$ cat src/rtl/hasu_pkg.sv
// shared types, constants and defaults of the assignment solver
`default_nettype none
package hasu_pkg;

  localparam int MAX_DIM_DEF    = 16;
  localparam int COST_WIDTH_DEF = 16;
  localparam int WORK_W         = 24;
  localparam int TOT_W          = 20;
  localparam int DIM_W          = 5;
  localparam int APB_AW         = 3;
  localparam int APB_DW         = 32;

  localparam logic [WORK_W-1:0] WORK_MAX  = {WORK_W{1'b1}};
  localparam logic [TOT_W-1:0]  TOT_MAX   = {TOT_W{1'b1}};
  localparam logic [DIM_W-1:0]  DIM_RESET = DIM_W'(16);

  localparam logic REG_ROWS = 1'b0;
  localparam logic REG_COLS = 1'b1;

  typedef struct packed {
    logic [DIM_W-1:0] rows;
    logic [DIM_W-1:0] cols;
  } cfg_t;

  typedef enum logic [3:0] {
    S_IDLE,
    S_RMIN,
    S_RSUB,
    S_STAR,
    S_COVER,
    S_ZSRCH,
    S_ZDEC,
    S_AMIN,
    S_ADEC,
    S_AADJ,
    S_AUG,
    S_TOTAL,
    S_EMIT
  } state_e;

endpackage
`default_nettype wire

$ cat src/rtl/hasu_cfg.sv
// apb register block holding the matrix dimensions
`default_nettype none
module hasu_cfg (
  input  wire logic                          clk_i,
  input  wire logic                          rst_ni,
  input  wire logic                          psel,
  input  wire logic                          penable,
  input  wire logic                          pwrite,
  input  wire logic [hasu_pkg::APB_AW-1:0]   paddr,
  input  wire logic [hasu_pkg::APB_DW-1:0]   pwdata,
  output logic      [hasu_pkg::APB_DW-1:0]   prdata,
  output logic                               pready,
  output hasu_pkg::cfg_t                     cfg_o
);

  hasu_pkg::cfg_t cfg_q, cfg_d;
  logic           wr_en;
  logic           sel_reg;

  assign pready  = 1'b1;
  assign sel_reg = paddr[2];
  assign wr_en   = psel && penable && pwrite;

  always_comb begin
    cfg_d = cfg_q;
    if (wr_en) begin
      case (sel_reg)
        hasu_pkg::REG_ROWS: cfg_d.rows = pwdata[hasu_pkg::DIM_W-1:0];
        hasu_pkg::REG_COLS: cfg_d.cols = pwdata[hasu_pkg::DIM_W-1:0];
        default: cfg_d = cfg_q;
      endcase
    end
  end

  always_comb begin
    case (sel_reg)
      hasu_pkg::REG_ROWS: prdata = hasu_pkg::APB_DW'(cfg_q.rows);
      hasu_pkg::REG_COLS: prdata = hasu_pkg::APB_DW'(cfg_q.cols);
      default: prdata = '0;
    endcase
  end

  always_ff @(posedge clk_i or negedge rst_ni) begin
    if (!rst_ni) begin
      cfg_q.rows <= hasu_pkg::DIM_RESET;
      cfg_q.cols <= hasu_pkg::DIM_RESET;
    end else begin
      cfg_q <= cfg_d;
    end
  end

  assign cfg_o = cfg_q;

endmodule
`default_nettype wire

$ cat config.mk
export PLATFORM = sky130hd
export DESIGN_NAME = hasu_cfg
export DESIGN_NICKNAME = d
export VERILOG_FILES = /design/src/rtl/hasu_pkg.sv /design/src/rtl/hasu_cfg.sv
export SDC_FILE = /design/constraint.sdc
export NUM_CORES = 1
export LEC_CHECK = 0
export ABC_CLOCK_PERIOD_IN_PS = 900
export BUFFER_PORTS_ARGS = -buffer_cell sky130_fd_sc_hd__buf_2
export CAP_MARGIN = 20
export CORE_ASPECT_RATIO = 0.8
export CORE_MARGIN = 4
export CORE_UTILIZATION = 30
export DETAILED_ROUTE_END_ITERATION = 8
export PLACE_DENSITY = 0.82
export SLEW_MARGIN = 10
export SYNTH_ARGS = -nofsm -noshare
export SYNTH_HDL_FRONTEND = slang
export SYNTH_SLANG_ARGS = --single-unit
$ cat constraint.sdc
create_clock -name clk_i -period 0.9 [get_ports clk_i]
set_input_delay 0.045 -clock clk_i [delete_from_list [all_inputs] [get_ports clk_i]]
set_output_delay 0.045 -clock clk_i [all_outputs]
set_load 0.01 [all_outputs]
# Word level (Yosys, flattened, before mapping)

Index checks and enable logic that the tools add are counted.

Muxes and demuxes: 1
Bitwise logic cells: 1
Reductions and logical operators: 4

Operators by type and width:

| cell                | number |
|---|---|
| $pmux W32 S2        | 1 |
| $reduce_and A2 Y1   | 2 |
| $logic_and A1 B1 Y1 | 2 |
| $not A1 Y1          | 1 |

Register bits after elaboration: 10
Input bits: 40
Output and inout bits: 43
Logic and storage cells: 8

# Depth between registers and ports, before layout

Gate-level depths: netlist of the first run.

Word-level depth: 3
Mapped depth: 3
Gate-level depth less buffers: 2

# Least setup slack after synthesis of the first run

No wires, ideal clock.

Path kind: register -> register
Start: reg, netlist name cfg_o[5]
End: reg cfg_q (netlist bit cfg_o[5])
Library setup time: 0.125 ns
Data arrival time: 0.657 ns
Required time: 0.775 ns
Setup slack: 0.119 ns
Stages on the path, launching flop included: 2
Buffers on the path: 0
Period minus slack after synthesis: 0.781 ns
Path through: dfrtp_1 -> mux2_2

RTL lines:

| element                | line           | RTL |
|---|---|---|
| end signal: assignment | hasu_cfg.sv:48 | `cfg_q <= cfg_d;` |
| end: declaration       | hasu_cfg.sv:16 | `hasu_pkg::cfg_t cfg_q, cfg_d;` |

# Final worst setup path of the first run

Start: reg cfg_q (netlist bit cfg_o[8])
End: out prdata[3] (netlist name)

Cells in the longest elaborated chain, start to end: 1

RTL lines:

| element          | line           | RTL |
|---|---|---|
| $pmux W32 S2     | hasu_cfg.sv:36 | `case (sel_reg)` |
| end: declaration | hasu_cfg.sv:11 | `output logic [hasu_pkg::APB_DW-1:0] prdata,` |

No other way between the ends. The select of a mux whose other input is x is not followed.

==> metrics.md, run 1 <==
| Metric | Value |
|---|---|
| RSZ-0062 raised after global routing | `true` |
| Drt via density | `3.861` |
| Worst VDD drop | `0.0008857 V` |
| Number of routed nets with antenna violations | `0` |
| Largest net degree at the start of global routing | `11` |
| WS Path Type | `reg2out` |
| Failing checks | `setup timing` |
| Ys Warns | `0` |
| Top-area cell type share of the netlist area | `0.3060` |
| Post-synthesis compound-gate area fraction | `0` |
| Total CTS buffers | `3` |
| Power Dens Cells | `2010 mW/mm^2` |
| Min-delay worst type | `in2reg` |
| Horiz. Die Dim | `61.50 um` |
| CTS tree | `done` |
| Worst clock skew | `0 ns` |
| Distinct cell type count after synthesis | `8` |
| H-tree depth | `1` |
| Area taken by multi-input logic gates | `332.8 um^2` |
| Final net count | `138` |
| CP arrival | `1.05 ns` |
| Post-Synth Adder-Cell Area | `0` |
| DP Area | `734.5 um^2` |
| First-pass detailed-route iteration total | `2` |
| Post-synth top area cell | `buf_4` |
| ANT cells | `0` |
| Startpoint types | `register` |
| Share of cells above drive strength 1 | `0.6186` |
| Clock Sinks | `10` |
| Die height | `50.80 um` |
| Fin crit period | `1.098 ns` |
| Grt ovf | `0` |
| Max-slew violations | `0` |
| Maxcap violations | `0` |
| Gr usage total | `0.1012` |
| Post-synthesis simple-gate area fraction | `0.05282` |
| Max FFs per register | `10` |
| Gpl congestion | `0.6521` |
| Post-Syn Area | `686.9 um^2` |
| Design area | `996.0 um^2` |
| Wire per inst | `12.71 um` |
| Final Hold Fails | `0` |
| Initial antenna violation count | `0` |
| Mean post-synth cell area | `11.84 um^2` |
| Worst skew pair latency | `0.26 ns` |
| Total Wirelength | `1.551 mm` |
| Top area cells in the synthesized netlist | `buf_4 31%, dfrtp_1 29%, mux2_2 25%, dfstp_2 7.7%, nand4b_4 3.5%` |
| Core footprint | `0.002177 mm^2` |
| Final period utilization | `1.220` |
| Setup Viol. Count Final | `15` |
| Fmax | `0.9104 GHz` |
| Final WS setup | `-0.1984 ns` |
| Pleak | `0.5416 nW` |
| Root Buffer | `clkbuf_4` |
| Port Buffers | `25` |
| Commonest non-fill, non-tap cell in the layout | `conb_1` |
| Clock transition at path regs | `0.07 ns` |
| Required @ worst endpoint | `0.85 ns` |
| Top-Level Pins | `83` |
| Cell count after synthesis | `58` |
| Global-route wire length before repair | `2.263 mm` |
| Clock Tree Buf Depth | `2` |
| Post-DP HPWL | `1.161 mm` |
| Initial Util | `0.3155` |
| DRC | `0` |
| Multiplexer area fraction after synthesis | `0.2459` |
| Fraction of the yosys area taken by sequential cells | `0.3679` |
| DR vias | `471` |
| FF+latch area | `252.7 um^2` |
| Vias in the first global route | `486` |
| Status | `finished with violations` |
| XOR/XNOR Fraction of Synth Area | `0` |
| Largest family of logic cells by synthesized area | `buffers and inverters` |
| DR iter-0 viols | `8` |
| Crit. End Element | `output port` |
| Most frequent cells in the layout | `28 x conb_1, 22 x buf_6, 11 x buf_2` |
| Area growth, synth to finish | `44.99%` |
| Fill cell count | `205` |
| Die area | `0.003124 mm^2` |
| Power, Total | `2.001 mW` |
| #FFs+latches synth | `10` |
| # rows | `15` |
| Crit-path max FO | `3` |
==> critical path, stage by stage, from the launching register on <==
cell and delay [ns]:
dfrtp_1 0.40, mux2_4 0.28, buf_6 0.12
==> routing by layer <==
metal | track usage | vias to the layer above | wire length (um)
met3 | 0.03599 | 0 | 169
met4 | 0.02120 | 0 | 0
met1 | 0.1075 | 224 | 509
met2 | 0.1864 | 30 | 872
li1 | - | 217 | -
met5 | 0 | - | 0
==> kinds of logic (layout without fill, tap and decap cells) <==
kind of cell           count (synthesis)  after routing
other                                  2             28
AND/OR/NAND/NOR                        2              2
flip-flops                            10             10
buffers and inverters                 29             42
multiplexers                          15             15
==> stage by stage <==
step	instances	hold slack, ns	utilization	TNS [ns]	setup slack [ns]
2_1_floorplan	84	-0.2506	-	0	0.1188
3_3_place_gp	107	-0.09050	0.3374	0	0.04790
3_5_place_dp	107	-0.08218	0.3374	0	0.02178
4_1_cts	119	0.02715	0.4264	-1.348	-0.1990
5_1_grt	122	0.03628	0.4575	-2.194	-0.2362
6_report	122	0.03033	0.4575	-1.595	-0.1984
==> final timing paths <==
| path | startpoint | to | slack, ns | cells after the start |
|---|---|---|---|---|
| setup / recovery | cfg_o[8] | prdata[3] | -0.20 | 2 |
| hold / removal | pwdata[3] | cfg_o[8] | 0.03 | 2 |
| setup reg to reg | cfg_o[7] | cfg_o[7] | -0.11 | 3 |
| hold reg to reg | cfg_o[8] | cfg_o[8] | 0.55 | 1 |
| max in group asynchronous | rst_ni | cfg_o[4] | 0.47 | 2 |
| min in group asynchronous | rst_ni | cfg_o[7] | 0.17 | 2 |
==> where the power goes <==
group,internal (mW),total (mW),switching [mW]
registers,0.564,0.632,0.0681
logic,0.614,0.972,0.357
clock network,0.245,0.398,0.153
==> layout make-up <==
class / instances / share of cell area
multi-input combinational: 45 / 0.3342
sequential: 10 / 0.2538
clock buffer: 4 / 0.03643
timing repair buffer: 38 / 0.3442
tap: 25 / 0.03141
==> cells in the mapped netlist <==
library cell  count
buf_6             1
nand4_2           1
dfstp_2           2
nand4b_4          1
buf_4            28
conb_1            2
mux2_2           15
dfrtp_1           8
==> what timing repair did <==
item,in CTS,in global routing
hold endpoints to repair,10,0
cloned,0,0
gates resized for setup,16,12
hold buffers,1,0
setup endpoints to repair,7,20
setup buffers,7,4
No activity file was read; power rests on OpenSTA's default activity.
==> inputs of run 2 (changes only) <==
--- a/config.mk
+++ b/config.mk
@@ -13,6 +13,9 @@
 export CORE_UTILIZATION = 30
 export DETAILED_ROUTE_END_ITERATION = 8
 export PLACE_DENSITY = 0.82
+export REMOVE_ABC_BUFFERS = 1
+export SKIP_CTS_REPAIR_TIMING = 1
+export SKIP_LAST_GASP = 1
 export SLEW_MARGIN = 10
 export SYNTH_ARGS = -nofsm -noshare
 export SYNTH_HDL_FRONTEND = slang
==> metrics.md, run 2 (synthesized netlist as in run 1, its figures left out) <==
| Metric | Value |
|---|---|
| # rows | `15 (unchanged)` |
| Max FFs per register | `10 (unchanged)` |
| Grt ovf | `0 (unchanged)` |
| DR vias | `438 (-7.0%)` |
| Horiz. Die Dim | `61.50 um (unchanged)` |
| Total Wirelength | `1.469 mm (-5.3%)` |
| Worst clock skew | `0 ns (unchanged)` |
| Total CTS buffers | `3 (unchanged)` |
| First-pass detailed-route iteration total | `2 (unchanged)` |
| Comb pwr share | `0.394 (-0.091)` |
| Gpl congestion | `0.6142 (-5.8%)` |
| Fill cell count | `234 (+14%)` |
| Global-route wire length before repair | `1.904 mm (-16%)` |
| Final WS setup | `-0.2211 ns (-0.02273 ns)` |
| Die area | `0.003124 mm^2 (unchanged)` |
| CTS tree | `done` |
| Sequential Power Share | `0.371 (+0.055)` |
| Area growth, synth to finish | `24.41%` |
| Root Buffer | `clkbuf_4` |
| Crit. End Element | `output port` |
| Placement Setup Slack | `0.01154 ns (-0.01024 ns)` |
| FF+latch area | `252.7 um^2 (unchanged)` |
| Worst skew pair latency | `0.26 ns (about the same)` |
| Initial Util | `0.3155 (unchanged)` |
| ANT cells | `0 (unchanged)` |
| Startpoint types | `register` |
| Power Dens Cells | `2016 mW/mm^2 (+0.34%)` |
| Commonest non-fill, non-tap cell in the layout | `conb_1` |
| Setup Viol. Count Final | `9 (-6)` |
| Area taken by multi-input logic gates | `317.8 um^2 (-4.5%)` |
| Fin crit period | `1.121 ns (+0.02273 ns)` |
| Final period utilization | `1.246 (+0.02525)` |
| RSZ-0062 raised after global routing | `true` |
| DRC | `0 (unchanged)` |
| Min-delay worst type | `in2reg` |
| Int Power | `1.190 mW (-16%)` |
| Crit-path max FO | `3 (unchanged)` |
| Max-slew violations | `0 (unchanged)` |
| Number of routed nets with antenna violations | `0 (unchanged)` |
| Power, Total | `1.723 mW (-14%)` |
| Wire per inst | `12.77 um (+0.48%)` |
| Top-Level Pins | `83 (unchanged)` |
| Clock Sinks | `10 (unchanged)` |
| Clk pwr share | `0.235 (+0.036)` |
| WS Path Type | `reg2out` |
| Core footprint | `0.002177 mm^2 (unchanged)` |
| Final net count | `131 (-5.1%)` |
| Drt via density | `3.809 (-1.3%)` |
| Worst VDD drop | `0.0007518 V (-15%)` |
| Post-DP HPWL | `1.176 mm (+1.4%)` |
| Share of cells above drive strength 1 | `0.5889 (-0.02967)` |
| CP arrival | `1.08 ns (+0.03 ns)` |
| Clock transition at path regs | `0.07 ns (about the same)` |
| H-tree depth | `1 (unchanged)` |
| Largest net degree at the start of global routing | `11 (unchanged)` |
| Switching share of power | `0.3096 (+0.02085)` |
| Failing checks | `setup timing` |
| Port Buffers | `25 (unchanged)` |
| Clock Tree Buf Depth | `2 (unchanged)` |
| Pleak | `0.4665 nW (-14%)` |
| Vias in the first global route | `410 (-16%)` |
| Maxcap violations | `0 (unchanged)` |
| Final core area utilization | `0.3925 (-0.06494)` |
| Sw Pwr | `0.5334 mW (-7.7%)` |
| Required @ worst endpoint | `0.85 ns (about the same)` |
| Fmax | `0.8920 GHz (-2.0%)` |
| Final Hold Fails | `0 (unchanged)` |
| DR iter-0 viols | `4 (-4)` |
| Die height | `50.80 um (unchanged)` |
| Most frequent cells in the layout | `28 x conb_1, 18 x buf_2, 13 x mux2_2` |
| Gr usage total | `0.08922 (-0.01197)` |
| Status | `finished with violations` |
| Initial antenna violation count | `0 (unchanged)` |
[run 2: cell count changes in the layout (fill, tap and decap cells not counted), sizes merged]
cell,delta
buf,-7
[run 2: worst paths after layout]
kind	from	to	slack, ns	cells after the start
max reg2reg	cfg_o[0]	cfg_o[0]	0	2
min reg2reg	cfg_o[2]	cfg_o[2]	0.52	1
min	pwdata[2]	cfg_o[2]	0.02	2
min in group asynchronous	rst_ni	cfg_o[1]	0.17	2
max in group asynchronous	rst_ni	cfg_o[9]	0.48	2
max	cfg_o[6]	prdata[1]	-0.22	2
[run 2: cell type report]
type,count,area share
Clock buffer,4,0.04246
Tap cell,25,0.03660
Multi-Input combinational cell,45,0.3719
Timing Repair Buffer,31,0.2533
Sequential cell,10,0.2958
[run 2: metal layers]
layer / vias to the layer above / global-route usage / wire length (um)
li1: 204 / - / -
met1: 204 / 0.08075 / 431
met2: 26 / 0.1551 / 839
met3: 4 / 0.02828 / 160
met4: 0 / 0.07420 / 38
met5: - / 0 / 0
[run 2: metrics by stage]
step | cells | hold WS (ns) | area [um^2] | TNS (ns)
after floorplan | 55 | -0.2506 | 563.0 | 0
after CTS | 111 | -0.3776 | 770.7 | -1.244
final | 115 | 0.02399 | 854.6 | -1.223
after global routing | 115 | 0.01207 | 854.6 | -1.681
after detailed placement | 107 | -0.08729 | 734.5 | 0
after global placement | 107 | -0.09081 | 734.5 | 0
[run 2: worst max-delay path: stages (launching register included)]
cell and delay [ns]:
dfrtp_1 0.40, mux2_4 0.29, buf_6 0.12
[run 2: power by group through the flow]
stage               clock network [mW]  registers [mW]  logic [mW]
floorplan                            0           0.680       0.235
global route                     0.458           0.660       0.733
detailed placement                   0           0.639       0.520
CTS                              0.418           0.631       0.522
finish                           0.404           0.640       0.679
global placement                     0           0.626       0.508
==> inputs of run 3 (changes only) <==
--- a/config.mk
+++ b/config.mk
@@ -10,9 +10,9 @@
 export CAP_MARGIN = 20
 export CORE_ASPECT_RATIO = 0.8
 export CORE_MARGIN = 4
-export CORE_UTILIZATION = 30
+export CORE_UTILIZATION = 32
 export DETAILED_ROUTE_END_ITERATION = 8
-export PLACE_DENSITY = 0.82
+export PLACE_DENSITY = 0.86
 export REMOVE_ABC_BUFFERS = 1
 export SKIP_CTS_REPAIR_TIMING = 1
 export SKIP_LAST_GASP = 1
==> metrics.md, run 3 (synthesized netlist as in run 1, its figures left out) <==
| Metric | Value |
|---|---|
| CP arrival | `1.06 ns (-0.02 ns)` |
| Horiz. Die Dim | `59.80 um (-2.8%)` |
| Max FFs per register | `10 (unchanged)` |
| DR iter-0 viols | `2 (-2)` |
| Final period utilization | `1.228 (-0.01791)` |
| Power Dens Cells | `1995 mW/mm^2 (-1.1%)` |
| Largest net degree at the start of global routing | `11 (unchanged)` |
| Global-route wire length before repair | `1.904 mm (unchanged)` |
| Gr usage total | `0.08902 (-0.0002021)` |
| Fin crit period | `1.105 ns (-0.01612 ns)` |
| H-tree depth | `1 (unchanged)` |
| Status | `finished with violations` |
| DR vias | `449 (+2.5%)` |
| CTS tree | `done` |
| Fill cell count | `181 (-23%)` |
| Total CTS buffers | `3 (unchanged)` |
| Gpl congestion | `0.6565 (+6.9%)` |
| DP Area | `733.2 um^2 (-0.17%)` |
| Final WS setup | `-0.2050 ns (+0.01611 ns)` |
| Port Buffers | `25 (unchanged)` |
| Clock transition at path regs | `0.07 ns (about the same)` |
| Pleak | `0.4804 nW (+3.0%)` |
| FF+latch area | `252.7 um^2 (unchanged)` |
| Crit. End Element | `output port` |
| WHS Path Cells | `2 (unchanged)` |
| Met2 wire length | `739 um (-12%)` |
| Die area | `0.002957 mm^2 (-5.4%)` |
| Area taken by multi-input logic gates | `321.6 um^2 (+1.2%)` |
| Worst VDD drop | `0.0008277 V (+10%)` |
| Final Hold Fails | `0 (unchanged)` |
| Crit-path max FO | `3 (unchanged)` |
| Wire per inst | `12.24 um (-4.2%)` |
| Final hold slack | `0.03213 ns (+0.008141 ns)` |
| DP Cell Count | `106 (-0.93%)` |
| Post-DP HPWL | `1.122 mm (-4.6%)` |
| Core footprint | `0.001962 mm^2 (-9.9%)` |
| Grt ovf | `0 (unchanged)` |
| Startpoint types | `register` |
| Drt via density | `3.871 (+1.6%)` |
| # rows | `14 (-1)` |
| Failing checks | `setup timing` |
| Highest Signal Layer | `met4` |
| Clock Tree Buf Depth | `2 (unchanged)` |
| Met1 WL | `483 um (+12%)` |
| ANT cells | `0 (unchanged)` |
| Top-Level Pins | `83 (unchanged)` |
| Min-delay worst type | `in2reg` |
| WS Path Type | `reg2out` |
| Total Wirelength | `1.420 mm (-3.3%)` |
| Root Buffer | `clkbuf_4` |
| Clock Sinks | `10 (unchanged)` |
| Area growth, synth to finish | `26.96%` |
| Worst R2R Path Depth | `2 (unchanged)` |
| RSZ-0062 raised after global routing | `true` |
| DRC | `0 (unchanged)` |
| Max-slew violations | `0 (unchanged)` |
| Initial Util | `0.3501 (+0.03461)` |
| Layout Cells excl Fill | `116 (+0.87%)` |
| Maxcap violations | `0 (unchanged)` |
| Setup Viol. Count Final | `12 (+3)` |
| Design area | `872.1 um^2 (+2.0%)` |
| Die height | `49.44 um (-2.7%)` |
| Placement Setup Slack | `0.02759 ns (+0.01605 ns)` |
| Worst clock skew | `0 ns (unchanged)` |
| Required @ worst endpoint | `0.85 ns (about the same)` |
| Number of routed nets with antenna violations | `0 (unchanged)` |
| Vias in the first global route | `417 (+1.7%)` |
| Share of cells above drive strength 1 | `0.5978 (+0.008937)` |
| Most frequent cells in the layout | `28 x conb_1, 18 x buf_2, 12 x mux2_2` |
| Worst skew pair latency | `0.25 ns (about the same)` |
| Fmax | `0.9050 GHz (+1.5%)` |
| Commonest non-fill, non-tap cell in the layout | `conb_1` |
| Met3 wire len | `177 um (+11%)` |
| First-pass detailed-route iteration total | `2 (unchanged)` |
| Final net count | `133 (+1.5%)` |
| Initial antenna violation count | `0 (unchanged)` |
-- run 3: through the flow --
step / total power [mW] / TNS [ns] / util
after floorplan: 0.9151 / 0 / -
after global placement: 1.133 / 0 / 0.3737
after detailed placement: 1.152 / 0 / 0.3737
after CTS: 1.553 / -1.185 / 0.3922
after global routing: 1.859 / -1.845 / 0.4445
final: 1.739 / -1.313 / 0.4445
-- run 3: critical path, stage by stage (launching register included) --
cell and delay, ns:
dfrtp_1 0.40, mux2_4 0.28, buf_6 0.12
-- run 3: power by group --
| group | internal (mW) | switching (mW) | total, mW |
|---|---|---|---|
| clock network | 0.245 | 0.147 | 0.392 |
| registers | 0.564 | 0.0679 | 0.632 |
| logic | 0.410 | 0.306 | 0.716 |
-- run 3: area by class of cell --
| class | instances | area share |
|---|---|---|
| repair buffers | 33 | 0.2654 |
| clock buffers | 4 | 0.04161 |
| multi-input cells | 45 | 0.3687 |
| well taps | 24 | 0.03443 |
| flip-flops and latches | 10 | 0.2898 |
-- run 3: final timing paths --
path	startpoint	to	slack (ns)
min in group asynchronous	rst_ni	cfg_o[7]	0.18
worst min-delay path	pwdata[3]	cfg_o[3]	0.03
max in group asynchronous	rst_ni	cfg_o[4]	0.46
worst min register to register	cfg_o[3]	cfg_o[3]	0.53
worst max register to register	cfg_o[8]	cfg_o[8]	0.01
worst max-delay path	cfg_o[7]	prdata[2]	-0.20
-- run 3: routing by layer --
layer,up-vias,track usage
met1,215,0.08360
li1,204,-
met3,2,0.03175
met2,28,0.1529
met4,0,0.06642
met5,-,0
